### src/rtl/fenp_pkg.sv
`timescale 1ns / 1ps

package fenp_pkg;

  // Result kinds
  typedef enum logic [1:0] {
    KIND_SQUARE = 2'd0,
    KIND_RECORD = 2'd1,
    KIND_ERROR  = 2'd2
  } kind_e;

  // Text fields of one FEN line
  typedef enum logic [2:0] {
    PH_PLACE   = 3'd0,
    PH_SIDE    = 3'd1,
    PH_CASTLE  = 3'd2,
    PH_EP_FILE = 3'd3,
    PH_EP_RANK = 3'd4,
    PH_HALF    = 3'd5,
    PH_FULL    = 3'd6,
    PH_TRAIL   = 3'd7
  } phase_e;

  // Sequencer states
  typedef enum logic [3:0] {
    ST_IDLE = 4'b0001,
    ST_MUL  = 4'b0010,
    ST_ADD  = 4'b0100,
    ST_EMIT = 4'b1000
  } state_e;

  // Shared arithmetic unit operations
  typedef enum logic {
    ALU_X5     = 1'b0,  // (a << 2) + b
    ALU_X2_ADD = 1'b1   // (a << 1) + b, saturated
  } alu_op_e;

  // Character codes
  localparam logic [7:0] CH_NUL   = 8'h00;
  localparam logic [7:0] CH_TAB   = 8'h09;
  localparam logic [7:0] CH_LF    = 8'h0A;
  localparam logic [7:0] CH_CR    = 8'h0D;
  localparam logic [7:0] CH_SPACE = 8'h20;
  localparam logic [7:0] CH_DASH  = 8'h2D;
  localparam logic [7:0] CH_SLASH = 8'h2F;
  localparam logic [7:0] CH_0     = 8'h30;
  localparam logic [7:0] CH_1     = 8'h31;
  localparam logic [7:0] CH_8     = 8'h38;
  localparam logic [7:0] CH_9     = 8'h39;
  localparam logic [7:0] CH_UP_K  = 8'h4B;
  localparam logic [7:0] CH_UP_Q  = 8'h51;
  localparam logic [7:0] CH_LO_A  = 8'h61;
  localparam logic [7:0] CH_LO_B  = 8'h62;
  localparam logic [7:0] CH_LO_H  = 8'h68;
  localparam logic [7:0] CH_LO_K  = 8'h6B;
  localparam logic [7:0] CH_LO_Q  = 8'h71;
  localparam logic [7:0] CH_LO_W  = 8'h77;

  // Board geometry
  localparam logic [3:0] FILES_PER_RANK = 4'd8;
  localparam logic [2:0] TOP_RANK       = 3'd7;

  // Castle right bits
  localparam logic [3:0] CASTLE_WK = 4'b0001;
  localparam logic [3:0] CASTLE_WQ = 4'b0010;
  localparam logic [3:0] CASTLE_BK = 4'b0100;
  localparam logic [3:0] CASTLE_BQ = 4'b1000;

  localparam logic [3:0] EP_VALID = 4'b1000;

  // Piece letter to square code, 0 when not a piece letter
  function automatic logic [3:0] piece_of(input logic [7:0] c);
    logic [3:0] p;
    begin
      case (c)
        8'h51:   p = 4'd1;   // Q
        8'h52:   p = 4'd2;   // R
        8'h42:   p = 4'd3;   // B
        8'h50:   p = 4'd4;   // P
        8'h4E:   p = 4'd5;   // N
        8'h4B:   p = 4'd6;   // K
        8'h71:   p = 4'd9;   // q
        8'h72:   p = 4'd10;  // r
        8'h62:   p = 4'd11;  // b
        8'h70:   p = 4'd12;  // p
        8'h6E:   p = 4'd13;  // n
        8'h6B:   p = 4'd14;  // k
        default: p = 4'd0;
      endcase
      return p;
    end
  endfunction

endpackage

### src/rtl/fen_position_parser.sv
`timescale 1ns / 1ps

// Channel | direction | handshake              | word
// in      | input     | in_valid_i / in_stall_o   | char_code_i
// out     | output    | out_valid_o / out_stall_i | kind_o .. last_o
//
// Bytes are accepted while the sequencer is idle; the block then waits until the result
// register drains. A counter digit makes two passes of the shared shift-add unit (5x in
// ST_MUL, then 2x plus digit in ST_ADD). A placement digit n emits n square
// words, one per cycle that the output is not stalled.
// Reset (rst_ni low, asynchronous) puts the parser at rank eight, file a.
// Output stall holds the result register and blocks further input.
module fen_position_parser import fenp_pkg::*; #(
  parameter int unsigned COUNTER_BITS = 16
) (
  input  logic        clk_i,
  input  logic        rst_ni,
  input  logic        in_valid_i,
  output logic        in_stall_o,
  input  logic [7:0]  char_code_i,
  output logic        out_valid_o,
  input  logic        out_stall_i,
  output logic [1:0]  kind_o,
  output logic [2:0]  square_row_o,
  output logic [2:0]  square_col_o,
  output logic [3:0]  piece_code_o,
  output logic        white_next_o,
  output logic [3:0]  castle_rights_o,
  output logic [3:0]  en_passant_o,
  output logic [15:0] halfmove_cnt_o,
  output logic [15:0] fullmove_cnt_o,
  output logic        last_o
);

  localparam int unsigned AccBits = COUNTER_BITS + 4;

  // parser state
  state_e                  state_q, state_d;
  phase_e                  phase_q, phase_d;
  logic [2:0]              rank_q, rank_d;
  logic [3:0]              file_q, file_d;
  logic                    side_q, side_d;
  logic [3:0]              castle_q, castle_d;
  logic [3:0]              ep_q, ep_d;
  logic [COUNTER_BITS-1:0] half_q, half_d;
  logic [COUNTER_BITS-1:0] full_q, full_d;
  logic                    skip_q, skip_d;
  logic [3:0]              emit_cnt_q, emit_cnt_d;
  logic [3:0]              digit_q, digit_d;
  logic                    sel_full_q, sel_full_d;
  logic [AccBits-1:0]      acc_q, acc_d;

  // result register
  logic        out_valid_q, out_valid_d;
  kind_e       kind_q, kind_d;
  logic [2:0]  row_q, row_d;
  logic [2:0]  col_q, col_d;
  logic [3:0]  piece_q, piece_d;
  logic        wtm_q, wtm_d;
  logic [3:0]  cr_q, cr_d;
  logic [3:0]  epo_q, epo_d;
  logic [15:0] hmc_q, hmc_d;
  logic [15:0] fmn_q, fmn_d;
  logic        last_q, last_d;

  logic out_free, in_accept;

  // shared arithmetic unit
  alu_op_e                 alu_op;
  logic [AccBits-1:0]      alu_a, alu_b, alu_sum;
  logic [COUNTER_BITS-1:0] alu_sat, cur_cnt;

  assign cur_cnt = sel_full_q ? full_q : half_q;
  assign alu_op  = (state_q == ST_MUL) ? ALU_X5 : ALU_X2_ADD;
  assign alu_a   = (state_q == ST_MUL) ? AccBits'(cur_cnt) : acc_q;
  assign alu_b   = (state_q == ST_MUL) ? AccBits'(cur_cnt) : AccBits'(digit_q);

  fenp_alu #(.CntBits(COUNTER_BITS)) u_alu (
    .op_i  (alu_op),
    .a_i   (alu_a),
    .b_i   (alu_b),
    .sum_o (alu_sum),
    .sat_o (alu_sat)
  );

  assign out_free   = !out_valid_q || !out_stall_i;
  assign in_stall_o = !((state_q == ST_IDLE) && out_free);
  assign in_accept  = in_valid_i && !in_stall_o;

  // byte classification and sequencer
  always_comb begin
    logic       is_eol, is_ws, is_cdig, is_pdig;
    logic [3:0] pc, dval;
    logic [4:0] file_end;
    logic       emit, fail;
    kind_e      e_kind;
    logic [2:0] e_row, e_col;
    logic [3:0] e_piece;
    logic       e_last;

    is_eol   = (char_code_i == CH_LF) || (char_code_i == CH_CR) || (char_code_i == CH_NUL);
    is_ws    = (char_code_i == CH_SPACE) || (char_code_i == CH_TAB);
    is_cdig  = (char_code_i >= CH_0) && (char_code_i <= CH_9);
    is_pdig  = (char_code_i >= CH_1) && (char_code_i <= CH_8);
    pc       = piece_of(char_code_i);
    dval     = 4'(char_code_i - CH_0);
    file_end = {1'b0, file_q} + {1'b0, dval};

    state_d    = state_q;
    phase_d    = phase_q;
    rank_d     = rank_q;
    file_d     = file_q;
    side_d     = side_q;
    castle_d   = castle_q;
    ep_d       = ep_q;
    half_d     = half_q;
    full_d     = full_q;
    skip_d     = skip_q;
    emit_cnt_d = emit_cnt_q;
    digit_d    = digit_q;
    sel_full_d = sel_full_q;
    acc_d      = acc_q;

    emit    = 1'b0;
    fail    = 1'b0;
    e_kind  = KIND_SQUARE;
    e_row   = '0;
    e_col   = '0;
    e_piece = '0;
    e_last  = 1'b1;

    case (state_q)
      ST_IDLE: begin
        if (in_accept) begin
          if (is_eol) begin
            // line end: record, error or nothing, then start over
            if (!skip_q) begin
              if ((phase_q == PH_TRAIL) || ((phase_q == PH_FULL) && (file_q != '0))) begin
                emit   = 1'b1;
                e_kind = KIND_RECORD;
              end else if (!((phase_q == PH_PLACE) && (rank_q == TOP_RANK) &&
                             (file_q == '0))) begin
                emit   = 1'b1;
                e_kind = KIND_ERROR;
              end
            end
            phase_d  = PH_PLACE;
            rank_d   = TOP_RANK;
            file_d   = '0;
            side_d   = 1'b0;
            castle_d = '0;
            ep_d     = '0;
            half_d   = '0;
            full_d   = '0;
            skip_d   = 1'b0;
          end else if (!skip_q) begin
            case (phase_q)
              PH_PLACE: begin
                if (is_ws) begin
                  phase_d = PH_SIDE;
                  file_d  = '0;
                end else if (pc != '0) begin
                  if (file_q >= FILES_PER_RANK) begin
                    fail = 1'b1;
                  end else begin
                    emit    = 1'b1;
                    e_row   = rank_q;
                    e_col   = file_q[2:0];
                    e_piece = pc;
                    file_d  = file_q + 4'd1;
                  end
                end else if (is_pdig) begin
                  if (file_end > {1'b0, FILES_PER_RANK}) begin
                    fail = 1'b1;
                  end else begin
                    emit_cnt_d = dval;
                    state_d    = ST_EMIT;
                  end
                end else if (char_code_i == CH_SLASH) begin
                  if (rank_q == '0) begin
                    fail = 1'b1;
                  end else begin
                    rank_d = rank_q - 3'd1;
                    file_d = '0;
                  end
                end else begin
                  fail = 1'b1;
                end
              end
              PH_SIDE: begin
                if (is_ws) begin
                  if (file_q != '0) begin
                    phase_d = PH_CASTLE;
                    file_d  = '0;
                  end
                end else if ((file_q == '0) &&
                             ((char_code_i == CH_LO_W) || (char_code_i == CH_LO_B))) begin
                  side_d = (char_code_i == CH_LO_W);
                  file_d = 4'd1;
                end else begin
                  fail = 1'b1;
                end
              end
              PH_CASTLE: begin
                if (is_ws) begin
                  if (file_q != '0) begin
                    phase_d = PH_EP_FILE;
                    file_d  = '0;
                  end
                end else if (char_code_i == CH_UP_K) begin
                  castle_d = castle_q | CASTLE_WK;
                  file_d   = 4'd1;
                end else if (char_code_i == CH_UP_Q) begin
                  castle_d = castle_q | CASTLE_WQ;
                  file_d   = 4'd1;
                end else if (char_code_i == CH_LO_K) begin
                  castle_d = castle_q | CASTLE_BK;
                  file_d   = 4'd1;
                end else if (char_code_i == CH_LO_Q) begin
                  castle_d = castle_q | CASTLE_BQ;
                  file_d   = 4'd1;
                end else if (char_code_i == CH_DASH) begin
                  castle_d = '0;
                  file_d   = 4'd1;
                end else begin
                  fail = 1'b1;
                end
              end
              PH_EP_FILE: begin
                if (is_ws) begin
                  // leading separators skipped
                end else if (char_code_i == CH_DASH) begin
                  ep_d    = '0;
                  phase_d = PH_HALF;
                  file_d  = '0;
                end else if ((char_code_i >= CH_LO_A) && (char_code_i <= CH_LO_H)) begin
                  ep_d    = EP_VALID | {1'b0, 3'(char_code_i - CH_LO_A)};
                  phase_d = PH_EP_RANK;
                end else begin
                  fail = 1'b1;
                end
              end
              PH_EP_RANK: begin
                // rank character is skipped whatever it is
                phase_d = PH_HALF;
                file_d  = '0;
              end
              PH_HALF, PH_FULL: begin
                if (is_ws) begin
                  if (file_q != '0) begin
                    phase_d = (phase_q == PH_HALF) ? PH_FULL : PH_TRAIL;
                    file_d  = '0;
                  end
                end else if (is_cdig) begin
                  digit_d    = dval;
                  sel_full_d = (phase_q == PH_FULL);
                  file_d     = 4'd1;
                  state_d    = ST_MUL;
                end else begin
                  fail = 1'b1;
                end
              end
              default: begin
                // trailing text ignored
              end
            endcase
            // a bad byte's error word leaves last low
            if (fail) begin
              emit   = 1'b1;
              e_kind = KIND_ERROR;
              e_last = 1'b0;
              skip_d = 1'b1;
            end
          end
        end
      end
      ST_MUL: begin
        acc_d   = alu_sum;
        state_d = ST_ADD;
      end
      ST_ADD: begin
        if (sel_full_q) begin
          full_d = alu_sat;
        end else begin
          half_d = alu_sat;
        end
        state_d = ST_IDLE;
      end
      ST_EMIT: begin
        // one empty square per free output cycle
        if (out_free) begin
          emit       = 1'b1;
          e_row      = rank_q;
          e_col      = file_q[2:0];
          e_last     = (emit_cnt_q == 4'd1);
          file_d     = file_q + 4'd1;
          emit_cnt_d = emit_cnt_q - 4'd1;
          if (emit_cnt_q == 4'd1) begin
            state_d = ST_IDLE;
          end
        end
      end
      default: begin
        state_d = ST_IDLE;
      end
    endcase

    // result register load
    out_valid_d = out_valid_q && out_stall_i;
    kind_d      = kind_q;
    row_d       = row_q;
    col_d       = col_q;
    piece_d     = piece_q;
    wtm_d       = wtm_q;
    cr_d        = cr_q;
    epo_d       = epo_q;
    hmc_d       = hmc_q;
    fmn_d       = fmn_q;
    last_d      = last_q;
    if (emit) begin
      out_valid_d = 1'b1;
      kind_d      = e_kind;
      row_d       = e_row;
      col_d       = e_col;
      piece_d     = e_piece;
      last_d      = e_last;
      if (e_kind == KIND_RECORD) begin
        wtm_d = side_q;
        cr_d  = castle_q;
        epo_d = ep_q;
        hmc_d = 16'(half_q);
        fmn_d = 16'(full_q);
      end else begin
        wtm_d = 1'b0;
        cr_d  = '0;
        epo_d = '0;
        hmc_d = '0;
        fmn_d = '0;
      end
    end
  end

  // control registers
  always_ff @(posedge clk_i or negedge rst_ni) begin
    if (!rst_ni) begin
      state_q     <= ST_IDLE;
      phase_q     <= PH_PLACE;
      rank_q      <= TOP_RANK;
      file_q      <= '0;
      side_q      <= 1'b0;
      castle_q    <= '0;
      ep_q        <= '0;
      half_q      <= '0;
      full_q      <= '0;
      skip_q      <= 1'b0;
      emit_cnt_q  <= '0;
      sel_full_q  <= 1'b0;
      out_valid_q <= 1'b0;
    end else begin
      state_q     <= state_d;
      phase_q     <= phase_d;
      rank_q      <= rank_d;
      file_q      <= file_d;
      side_q      <= side_d;
      castle_q    <= castle_d;
      ep_q        <= ep_d;
      half_q      <= half_d;
      full_q      <= full_d;
      skip_q      <= skip_d;
      emit_cnt_q  <= emit_cnt_d;
      sel_full_q  <= sel_full_d;
      out_valid_q <= out_valid_d;
    end
  end

  // payload registers
  always_ff @(posedge clk_i) begin
    digit_q <= digit_d;
    acc_q   <= acc_d;
    kind_q  <= kind_d;
    row_q   <= row_d;
    col_q   <= col_d;
    piece_q <= piece_d;
    wtm_q   <= wtm_d;
    cr_q    <= cr_d;
    epo_q   <= epo_d;
    hmc_q   <= hmc_d;
    fmn_q   <= fmn_d;
    last_q  <= last_d;
  end

  assign out_valid_o     = out_valid_q;
  assign kind_o          = kind_q;
  assign square_row_o    = row_q;
  assign square_col_o    = col_q;
  assign piece_code_o    = piece_q;
  assign white_next_o    = wtm_q;
  assign castle_rights_o = cr_q;
  assign en_passant_o    = epo_q;
  assign halfmove_cnt_o  = hmc_q;
  assign fullmove_cnt_o  = fmn_q;
  assign last_o          = last_q;

  // checks
  a_state_onehot : assert property (@(posedge clk_i) disable iff (!rst_ni)
    $onehot(state_q))
    else $error("sequencer state not one-hot");

  a_mul_then_add : assert property (@(posedge clk_i) disable iff (!rst_ni)
    (state_q == ST_MUL) |=> (state_q == ST_ADD))
    else $error("multiply pass not followed by add pass");

  a_file_bound : assert property (@(posedge clk_i) disable iff (!rst_ni)
    (phase_q == PH_PLACE) |-> (file_q <= FILES_PER_RANK))
    else $error("file position past file h");

  a_emit_fits : assert property (@(posedge clk_i) disable iff (!rst_ni)
    (state_q == ST_EMIT) |-> (({1'b0, file_q} + {1'b0, emit_cnt_q}) <= 5'd8) &&
                             (emit_cnt_q != '0))
    else $error("empty square run does not fit the rank");

endmodule

### src/rtl/fenp_alu.sv
`timescale 1ns / 1ps

// Shared shift-add unit for the decimal counters: x*10+d in two passes.
module fenp_alu import fenp_pkg::*; #(
  parameter int unsigned CntBits = 16,
  localparam int unsigned AccBits = CntBits + 4
) (
  input  alu_op_e              op_i,
  input  logic [AccBits-1:0]   a_i,
  input  logic [AccBits-1:0]   b_i,
  output logic [AccBits-1:0]   sum_o,
  output logic [CntBits-1:0]   sat_o
);

  localparam logic [AccBits-1:0] MaxVal = {{4{1'b0}}, {CntBits{1'b1}}};

  logic [AccBits-1:0] shifted;

  // shift then add
  assign shifted = (op_i == ALU_X5) ? (a_i << 2) : (a_i << 1);
  assign sum_o   = shifted + b_i;

  // clamp to the counter range
  assign sat_o = (sum_o > MaxVal) ? {CntBits{1'b1}} : sum_o[CntBits-1:0];

endmodule

### config.mk
export PLATFORM = sky130hd
export DESIGN_NAME = fen_position_parser
export DESIGN_NICKNAME = d
export VERILOG_FILES = /design/src/rtl/fenp_pkg.sv /design/src/rtl/fen_position_parser.sv /design/src/rtl/fenp_alu.sv
export SDC_FILE = /design/constraint.sdc
export NUM_CORES = 1
export LEC_CHECK = 0
export BUFFER_PORTS_ARGS = -buffer_cell sky130_fd_sc_hd__buf_2
export CAP_MARGIN = 30
export CORE_UTILIZATION = 25
export DETAILED_ROUTE_END_ITERATION = 8
export PLACE_DENSITY = 0.51
export SLEW_MARGIN = 0
export SYNTH_ARGS = -nofsm -noshare
export SYNTH_HDL_FRONTEND = slang
export SYNTH_SLANG_ARGS = --single-unit
### constraint.sdc
create_clock -name clk_i -period 9.1 [get_ports clk_i]
set_clock_uncertainty 0.05 [all_clocks]
set_input_delay 0.455 -clock clk_i [delete_from_list [all_inputs] [get_ports clk_i]]
set_output_delay 0.455 -clock clk_i [all_outputs]
set_load 0.05 [all_outputs]
Yosys cells after proc, flatten, opt, wreduce, memory -nomap -nowiden
Index checks and enable logic that the tools add are counted.
{"block": "classes", "order_cmp": 9, "n_reduce_logical": 56, "n_mux": 175, "add_sub_neg": 7, "n_bitwise": 7, "n_eq_ne": 87}
{"cell": "4-bit two-way mux", "count": 57}
{"cell": "16-bit two-way mux", "count": 7}
{"cell": "3-bit two-way mux", "count": 36}
{"cell": "8-bit by 7-bit equality test with 1-bit output, second input constant", "count": 13}
{"cell": "16-bit one-hot mux with 2 select lines", "count": 2}
{"cell": "3-bit inequality test, second input constant", "count": 21}
{"cell": "1-bit two-way mux", "count": 51}
{"cell": "4-bit one-hot mux with 12 select lines", "count": 1}
{"cell": "9-bit AND reduction", "count": 5}
{"cell": "2-bit inequality test, second input constant", "count": 19}
{"cell": "8-bit by 4-bit equality test with 1-bit output, second input constant", "count": 3}
{"cell": "8-bit by 6-bit equality test with 1-bit output, second input constant", "count": 3}
{"cell": "4-bit one-hot mux with 2 select lines", "count": 3}
{"cell": "4-bit one-hot mux with 6 select lines", "count": 1}
{"cell": "20-bit by 16-bit adder with 20-bit output", "count": 1}
{"cell": "20-bit by 16-bit greater-than comparator with 1-bit output, second input constant", "count": 1}
{"cell": "20-bit two-way mux", "count": 1}
{"cell": "19-bit two-way mux", "count": 1}
{"cell": "3-bit one-hot mux with 6 select lines", "count": 1}
{"cell": "8-bit by 6-bit >= comparator with 1-bit output, second input constant", "count": 2}
{"cell": "8-bit by 6-bit <= comparator with 1-bit output, second input constant", "count": 2}
{"cell": "2-bit two-way mux", "count": 8}
{"cell": "2-bit nonzero test", "count": 8}
{"cell": "3-bit equality test, second input constant", "count": 5}
{"cell": "48 further kinds", "count": 89}
{"block": "word_totals", "out_inout_bits": 56, "ff_bits": 139, "input_bits": 12, "elab_cells": 369}

Longest topological paths before layout
Gate-level depths: netlist (run 1).
{"block": "depth", "depth_word": 18, "mapped_depth": 16, "mapped_depth_nobuf": 13}

By module
From an unflattened synthesis (run 1), not the netlist that was laid out.
{"block": "unflattened", "hier_cells": 835, "hier_area_um2": 8488.1}
{"mod": "fen_position_parser", "n_inst": 1, "seq_area_each_um2": 3898.7, "area_per_inst_um2": 7033.0, "cells_each": 651}
{"mod": "fenp_alu", "n_inst": 1, "seq_area_each_um2": 0.0, "area_per_inst_um2": 1455.1, "cells_each": 184}

Least setup slack after synthesis (run 1)
OpenSTA, ideal clock, no wires.
{"block": "synth_path", "path_kind": "flip-flop to flip-flop", "start": "register state_q[1]", "end": "register cr_q[0], in the netlist castle_rights_o[0], enable pin", "stages_incl_launch_ff": 4, "period_less_slack_ns": 4.431, "setup_slack_ns": 4.669, "required_ns": 8.569, "arrival_ns": 3.900, "n_path_buf": 1, "setup_ns": 0.481, "path_cell_list": "dfrtp_1 > or4b_2 > clkbuf_1 > o211ai_1"}
{"block": "synth_via", "elab_chain_len": 5, "elab_cells_between_ends": 6, "cone_classes": "eq/ne: 2; mux: 2; reduce/logical: 2"}
{"element": "start, declared", "line": "fen_position_parser.sv:38", "text": "state_e state_q, state_d;"}
{"element": "start signal, assigned", "line": "fen_position_parser.sv:360", "text": "state_q <= state_d;"}
{"element": "4-bit by 1-bit equality test with 1-bit output", "line": "fen_position_parser.sv:87, fen_position_parser.sv:132"}
{"element": "1-bit logical AND", "line": "fen_position_parser.sv:87", "text": "assign in_stall_o = !((state_q == ST_IDLE) && out_free);"}
{"element": "1-bit logical AND", "line": "fen_position_parser.sv:88", "text": "assign in_accept = in_valid_i && !in_stall_o;"}
{"element": "1-bit two-way mux", "line": "fen_position_parser.sv:134", "text": "if (in_accept) begin"}
{"element": "1-bit one-hot mux with 2 select lines (*)", "line": "fen_position_parser.sv:132", "text": "case (state_q)"}
{"element": "end signal, assigned", "line": "fen_position_parser.sv:385", "text": "cr_q <= cr_d;"}
{"element": "end, declared", "line": "fen_position_parser.sv:60", "text": "logic [3:0] cr_q, cr_d;"}
Mark *: on every way between the ends. The rest lies on a longest branch, timed or not.
A chain may end at the register's enable or synchronous reset.

Worst setup path in the final report (run 1)
{"block": "layout_path", "start": "register state_q[3]", "end": "register full_q[0]"}
{"block": "layout_via", "elab_chain_len": 8, "elab_cells_between_ends": 18, "cone_classes": "add/sub: 1; order compare: 1; eq/ne: 6; mux: 6; reduce/logical: 4"}
{"element": "4-bit by 2-bit equality test with 1-bit output", "line": "fen_position_parser.sv:74, fen_position_parser.sv:75, fen_position_parser.sv:76"}
{"element": "19-bit two-way mux", "line": "fen_position_parser.sv:75", "text": "assign alu_a = (state_q == ST_MUL) ? AccBits'(cur_cnt) : acc_q;"}
{"element": "20-bit two-way mux", "line": "fenp_alu.sv:20", "text": "assign shifted = (op_i == ALU_X5) ? (a_i << 2) : (a_i << 1);"}
{"element": "20-bit by 16-bit adder with 20-bit output", "line": "fenp_alu.sv:21", "text": "assign sum_o = shifted + b_i;"}
{"element": "20-bit by 16-bit greater-than comparator with 1-bit output", "line": "fenp_alu.sv:24", "text": "assign sat_o = (sum_o > MaxVal) ? {CntBits{1'b1}} : sum_o[CntBits-1:0];"}
{"element": "16-bit two-way mux", "line": "fenp_alu.sv:24"}
{"element": "16-bit two-way mux", "line": "fen_position_parser.sv:282", "text": "if (sel_full_q) begin"}
{"element": "16-bit one-hot mux with 2 select lines", "line": "fen_position_parser.sv:132"}
{"element": "end signal, assigned", "line": "fen_position_parser.sv:368", "text": "full_q <= full_d;"}
{"element": "end, declared", "line": "fen_position_parser.sv:46", "text": "logic [COUNTER_BITS-1:0] full_q, full_d;"}
Parallel ways exist; a longest one is shown, timed or not. The select of a mux whose other input is x is not followed.

==> results.toml, run 1 <==
[synth]
syn_inst = 752
netlist-cell-type-count = 76
synth_fp_nets = 801
synth_edf_count = 77
synthArstFlopShare_pct = 44.6
ys_seq_elements = 139
syn_area_sq_um = 7910
seq_area_frac_synth_pct = 48.9
ys_warn_count = 0
syn_area_per_cell_sq_um = 10.5
synth_top_flop_cell = "edfxtp_1"

[sta]
fmaxAchievable_mhz = 206
fin_tns_setup_ps = 0
period_needed_ps = 4850
hold_viol = 0
rsz0062_at_grt = "no"
tightest_slew_ps = 999
layout_worst_path_cycle_share_pct = 53.3
maxSlewViolCount = 0
finalSetupViolCount = 0
relSlewSlack_pct = 33.4

[floorplanning]
io_pins = 68
initial_core_util_pct = 25.6
die_x_um = 180
die_area_sq_um = 32300
core-area_sq_um = 30800
num_rows = 64
fp.dieH_um = 180

[global_routing]
grt_pass1_vias = 5860
grt_max_degree = 63
grt_antenna_before_repair = 0
grt_pass1_wl_mm = 32.0
grt-ovfl-total = 0
grt_usage_pct = 12.5

[placed_design]
numPortBuffers = 67
gp_congestion = 0.837
place_hpwl_mm = 13.7

[finish]
fin_nets = 853
drive_above_1_share_pct = 15.9
n_antenna_cell = 0
nFillCells = 3193
multiInputGateArea_sq_um = 3760
area_growth_pct = 16.9
regArea_sq_um = 3870

[clock_tree]
clockBufferDepth = 2
ctsRootBufferMaster = "clkbuf_16"
cts.sinks = 139
post_cts_buffers = 0
htree_levels = 4
ctsHoldBuffers = 0
insertion_delay_ps = 430
cts.repair.resized = 0
cts_tree = "built"
path_clk_slew_ps = 60
cts_made_buffers = 17

[detailed_routing]
drt-vias-per-instance = 4.90
drt_first_iter_violations = 517
drt-pass1-iter-count = 7
vias = 5946
routed_wl_mm = 19.3
drc = 6
ant_nets = 0
wire_per_inst_um = 15.9

[setup_path]
cp_max_fo = 33
path_class = "reg -> reg"
cp_cell_sequence = "or4b_1, buf_4, inv_2, nand2_1, o21a_1, ha_1, o21ai_1, o21a_1, or4b_1, a31oi_2, mux2i_2, nand2_1, a41oi_1"
cp_num_buf_inv = 2
start_kind = "register"
cpMaxStageDelayCell = "nand2_1"
max_stage_delay_ps = 630
critical_path_required_ps = 9380
r2r-start = "state_q[3]"
startpoint = "state_q[3]"
crit_family = "simple AND/OR/NAND/NOR gates"
cp.arrival_ps = 5130
endpoint_kind = "register"

[power_and_ir_drop]
p_leak_nw = 3.73
p_total_mw = 1.96
power_density_nw_per_um2 = 212
ir_drop_mv = 0.101

[run]
maxCapViolCount = 0

[run_status]
failed_checks = "design-rule violations"
status = "finished, violations left"

[worst_hold_path]
hp-class = "in -> async"
-- area by class of cell --
type | count | area share (%)
timing repair buffer | 74 | 4.32
sequential | 139 | 41.9
multi-input combinational | 544 | 40.7
inverter | 28 | 1.14
tap | 396 | 5.36
clock buffer | 19 | 4.68
clock inverter | 13 | 1.91
-- registers in the layout, summed over array words and instances (netlist names), 16 cells and up --
register and cells:
halfmove_cnt_o 16, acc_q 19, full_q 16, fullmove_cnt_o 16
half_q 16
-- placed cells by master (no fill, tap or decap), types with 12 or more instances in the layout --
cell type / Yosys / final
a31oi_1: 16 / 16
mux2i_1: 20 / 20
o21ai_0: 27 / 27
nor3_1: 13 / 13
buf_2: 7 / 67
ha_1: 35 / 35
nor2_1: 49 / 48
dfrtp_1: 58 / 58
edfxtp_1: 77 / 77
nand3_1: 20 / 20
a21oi_1: 56 / 56
nand2_1: 43 / 43
o21a_1: 12 / 12
inv_1: 27 / 27
a21o_1: 16 / 16
and2_1: 54 / 54
a41oi_1: 19 / 19
clkbuf_16: 0 / 17
-- Yosys cell counts (9+ instances only) --
cell	number	area share (%)
a41oi_1	19	2.1
a31oi_1	16	1.3
nand2_1	43	2.0
nor2b_1	9	0.71
mux2i_1	20	2.5
nor2_1	49	2.3
ha_1	35	5.5
o211ai_1	9	0.85
inv_1	27	1.3
a21oi_1	56	3.5
and2_1	54	4.3
clkbuf_1	29	1.4
nand2b_1	10	0.79
dfrtp_1	58	18
nor3_1	13	0.82
xnor2_1	11	1.2
edfxtp_1	77	29
o21a_1	12	1.1
o21ai_0	27	1.7
a21o_1	16	1.5
nand3_1	20	1.3
-- logic make-up after synthesis --
family                     share of synthesized area [%]
DFF                                                 48.9
adders and majority gates                           6.05
xor gates and xnor gates                            2.11
muxes                                               3.21
buffers and inverters                               3.48
and+or+nand+nor                                     17.3
AOI/OAI and AO/OA                                   18.9
-- per-stage QoR --
stage / instances / util, % / instance area (sq um) / hold slack [ps] / setup slack [ps]
after global routing: 1213 / 30.0 / 9240 / 224 / 3870
after detailed placement: 1181 / 28.0 / 8630 / 413 / 4230
after CTS: 1213 / 30.0 / 9240 / 193 / 4210
after floorplan: 752 / - / 7910 / 109 / 4670
final: 1213 / 30.0 / 9240 / 169 / 4250
after global placement: 1179 / 27.9 / 8610 / 412 / 4280
-- routing by layer --
metal  GRT usage (%)  routed length (um)
met1            17.1                9570
met2            18.9                8490
met3            2.55                 814
met4            5.38                 456
met5               0                   0
-- where the power goes --
group	switching (mW)	internal [mW]	leakage, nW
Combinational	0.320	0.133	1.92
Sequential	0.0371	0.739	1.51
Clock	0.271	0.456	0.294
Total	0.627	1.33	3.73
-- worst reg2reg max path, stage by stage, from the launching register on --
cell     delay (ps)
dfrtp_1         440
or4b_1          510
buf_4           260
inv_2           250
nand2_1         110
o21a_1          120
ha_1            360
o21ai_1          80
o21a_1          190
or4b_1          570
a31oi_2         360
mux2i_2         400
nand2_1         630
a41oi_1         450
-- final timing paths --
path	end	slack (ps)	cells past startpoint
setup reg to reg	full_q[0]	4250	13
max in group asynchronous	half_q[6]	8240	2
hold / removal	out_valid_o	170	2
hold reg to reg	ep_q[0]	430	2
min in group clk_i	digit_q[1]	370	1
setup / recovery	full_q[0]	4250	13
(Power assumes the default switching activity.)
==> run 2, diff against run 1 <==
--- a/config.mk
+++ b/config.mk
@@ -9,7 +9,7 @@
 export CAP_MARGIN = 30
 export CORE_UTILIZATION = 25
 export DETAILED_ROUTE_END_ITERATION = 8
-export PLACE_DENSITY = 0.51
+export PLACE_DENSITY = 0.52
 export SLEW_MARGIN = 0
 export SYNTH_ARGS = -nofsm -noshare
 export SYNTH_HDL_FRONTEND = slang
==> constraint.sdc (replaced) <==
create_clock -name clk_i -period 4 [get_ports clk_i]
set_clock_uncertainty 0.05 [all_clocks]
set_input_delay 0.2 -clock clk_i [delete_from_list [all_inputs] [get_ports clk_i]]
set_output_delay 0.2 -clock clk_i [all_outputs]
set_load 0.05 [all_outputs]
==> results.toml, run 2 (synthesized netlist as in run 1, its figures left out) <==
[run_status]
status = "finished, violations left"
failed_checks = "design-rule violations"

[floorplanning]
core-area_sq_um = 30800
die_area_sq_um = 32300
fp.dieH_um = 180
die_x_um = 180
num_rows = 64
initial_core_util_pct = 25.6
io_pins = 68

[setup_path]
crit_end = "full_q[6]"
reg2reg_slack_ps = 240
cpMostUsedCell = "o21a_1"
cp.arrival_ps = 4040
critical_path_required_ps = 4280
endpoint_kind = "register"
path_class = "reg -> reg"
rr_worst_depth = 13
max_stage_delay_ps = 600
cp_max_fo = 26
cpMaxStageDelayCell = "or4b_1"
start_kind = "register"
startpoint = "state_q[3]"
cp_cell_sequence = "or4b_4, inv_2, nand2_1, o21a_1, ha_2, o21ai_1, o21a_1, or4b_1, a31oi_4, mux2i_4, nand2_2, buf_12, a41oi_1"
r2r-end = "full_q[6]"
r2r-start = "state_q[3]"

[detailed_routing]
drt-vias-per-instance = 4.92
wire_per_inst_um = 16.5
drt-pass1-iter-count = 6
drt_first_iter_violations = 560
routed_wl_mm = 20.4
drc = 8
ant_nets = 0
vias = 6102

[finish]
area_growth_pct = 20.0
mostFrequentLayoutCell = "edfxtp_1"
n_antenna_cell = 0
drive_above_1_share_pct = 19.2
final_cell_mix = "edfxtp_1 (77), buf_2 (67), dfrtp_1 (58)"
largest_register = "acc_q"
layout.cells.non_filler = 1239
fin_nets = 879
largest_register_ff_count = 19
final_area_sq_um = 9480

[power_and_ir_drop]
netSwitchingFraction_pct = 34.1
p_leak_nw = 3.85
ir_drop_mv = 0.201
power_frac_seq_pct = 40.1
combPwrFrac_pct = 25.1
p_sw_mw = 1.49
p_int_mw = 2.89
power_density_nw_per_um2 = 462
clkPwrFrac_pct = 34.8

[sta]
relSlewSlack_pct = 39.5
maxSlewViolCount = 0
rsz0062_at_grt = "no"
fmaxAchievable_mhz = 266
period_needed_ps = 3760
finalSetupViolCount = 0
hold_viol = 0
layout_worst_path_cycle_share_pct = 94.0
tightest_slew_ps = 907

[clock_tree]
htree_levels = 4
clockBufferDepth = 2
insertion_delay_ps = 430
ctsRootBufferMaster = "clkbuf_16"
cts_made_buffers = 17
path_clk_slew_ps = 60
cts_tree = "built"
cts.sinks = 139

[worst_hold_path]
holdPathStages = 3
hp-class = "in -> reg"
worstHoldStart = "out_stall_i"

[global_routing]
grt-ovfl-total = 0
grt_antenna_before_repair = 0
grt_usage_pct = 12.8
grt_pass1_vias = 5927
grt_pass1_wl_mm = 32.9
grt_max_degree = 55

[run]
maxCapViolCount = 0

[placed_design]
numPortBuffers = 67
placed_cells = 1202
placed_cell_area_sq_um = 8870
place_hpwl_mm = 14.6
gp_congestion = 0.852
run 2: cell types whose count changed in the layout (fill, tap and decap cells not counted), moves of 2 or more:
cell       previous run  this run
buf_12                0         5
bufinv_16             4         1
buf_4                 5        26
inv_6                 0         4
clkinv_2              4         2
clkbuf_1              2         0
or4b_4                0         2
run 2: final cells by class:
cell class | count | area, sq um
fillers | 3136 | 21300
flip-flops and latches | 139 | 3870
multi-input cells | 544 | 3800
repair buffers | 99 | 641
well taps | 396 | 495
clock buffers | 17 | 425
clock inverters | 15 | 139
inverters | 28 | 105
repair inverters | 1 | 5.00
run 2: through the flow:
| step | total power [mW] | TNS (ps) | hold slack (ps) | utilization (%) | setup WS (ps) |
|---|---|---|---|---|---|
| 5_1_grt | 4.59 | 0 | 115 | 30.8 | 25.8 |
| 6_report | 4.38 | 0 | 124 | 30.8 | 240 |
| 3_5_place_dp | 2.89 | 0 | 329 | 28.8 | 104 |
| 2_1_floorplan | 2.58 | -13710 | -146 | - | -254 |
| 3_3_place_gp | 2.88 | 0 | 338 | 28.8 | 145 |
| 4_1_cts | 4.42 | 0 | 111 | 30.6 | 81.2 |
run 2: timing repair:
action,in CTS,in global routing
resized for setup,0,3
buffers inserted,0,3
endpoints found under the hold margin,31,0
hold buffers,1,0
endpoints found under the setup margin,0,34
run 2: worst max-delay path: cells and delay by family, from the launching register on:
| kind | cells | cell delay [ps] |
|---|---|---|
| DFF | 1 | 380 |
| muxes | 1 | 330 |
| AOI/OAI and AO/OA | 5 | 880 |
| and+or+nand+nor | 4 | 1340 |
| adders and majority gates | 1 | 370 |
| buffers and inverters | 2 | 290 |
run 2: how the worst min path moves through the flow:
| stage | end | slack [ps] |
|---|---|---|
| after global placement | out_valid_o | 340 |
| after global routing | digit_q[1] | 120 |
| after floorplan | castle_q[0] | -150 |
| after CTS | digit_q[1] | 110 |
| after detailed placement | out_valid_o | 330 |
| final | out_valid_o | 120 |
run 2: per-layer routing:
layer | GRT usage (%) | share of wire (%) | vias to the layer above
li1 | - | - | 2968
met1 | 18.7 | 51 | 2979
met2 | 19.2 | 44 | 139
met3 | 2.23 | 3.7 | 16
met4 | 3.90 | 1.0 | 0
met5 | 0 | 0 | -
run 2: power groups by stage:
| stage | registers [mW] | logic, mW | clock network (mW) |
|---|---|---|---|
| 2_1_floorplan | 2.03 | 0.550 | 0 |
| 3_3_place_gp | 1.78 | 1.10 | 0 |
| 3_5_place_dp | 1.79 | 1.10 | 0 |
| 4_1_cts | 1.76 | 1.10 | 1.56 |
| 5_1_grt | 1.78 | 1.19 | 1.62 |
| 6_report | 1.76 | 1.10 | 1.52 |
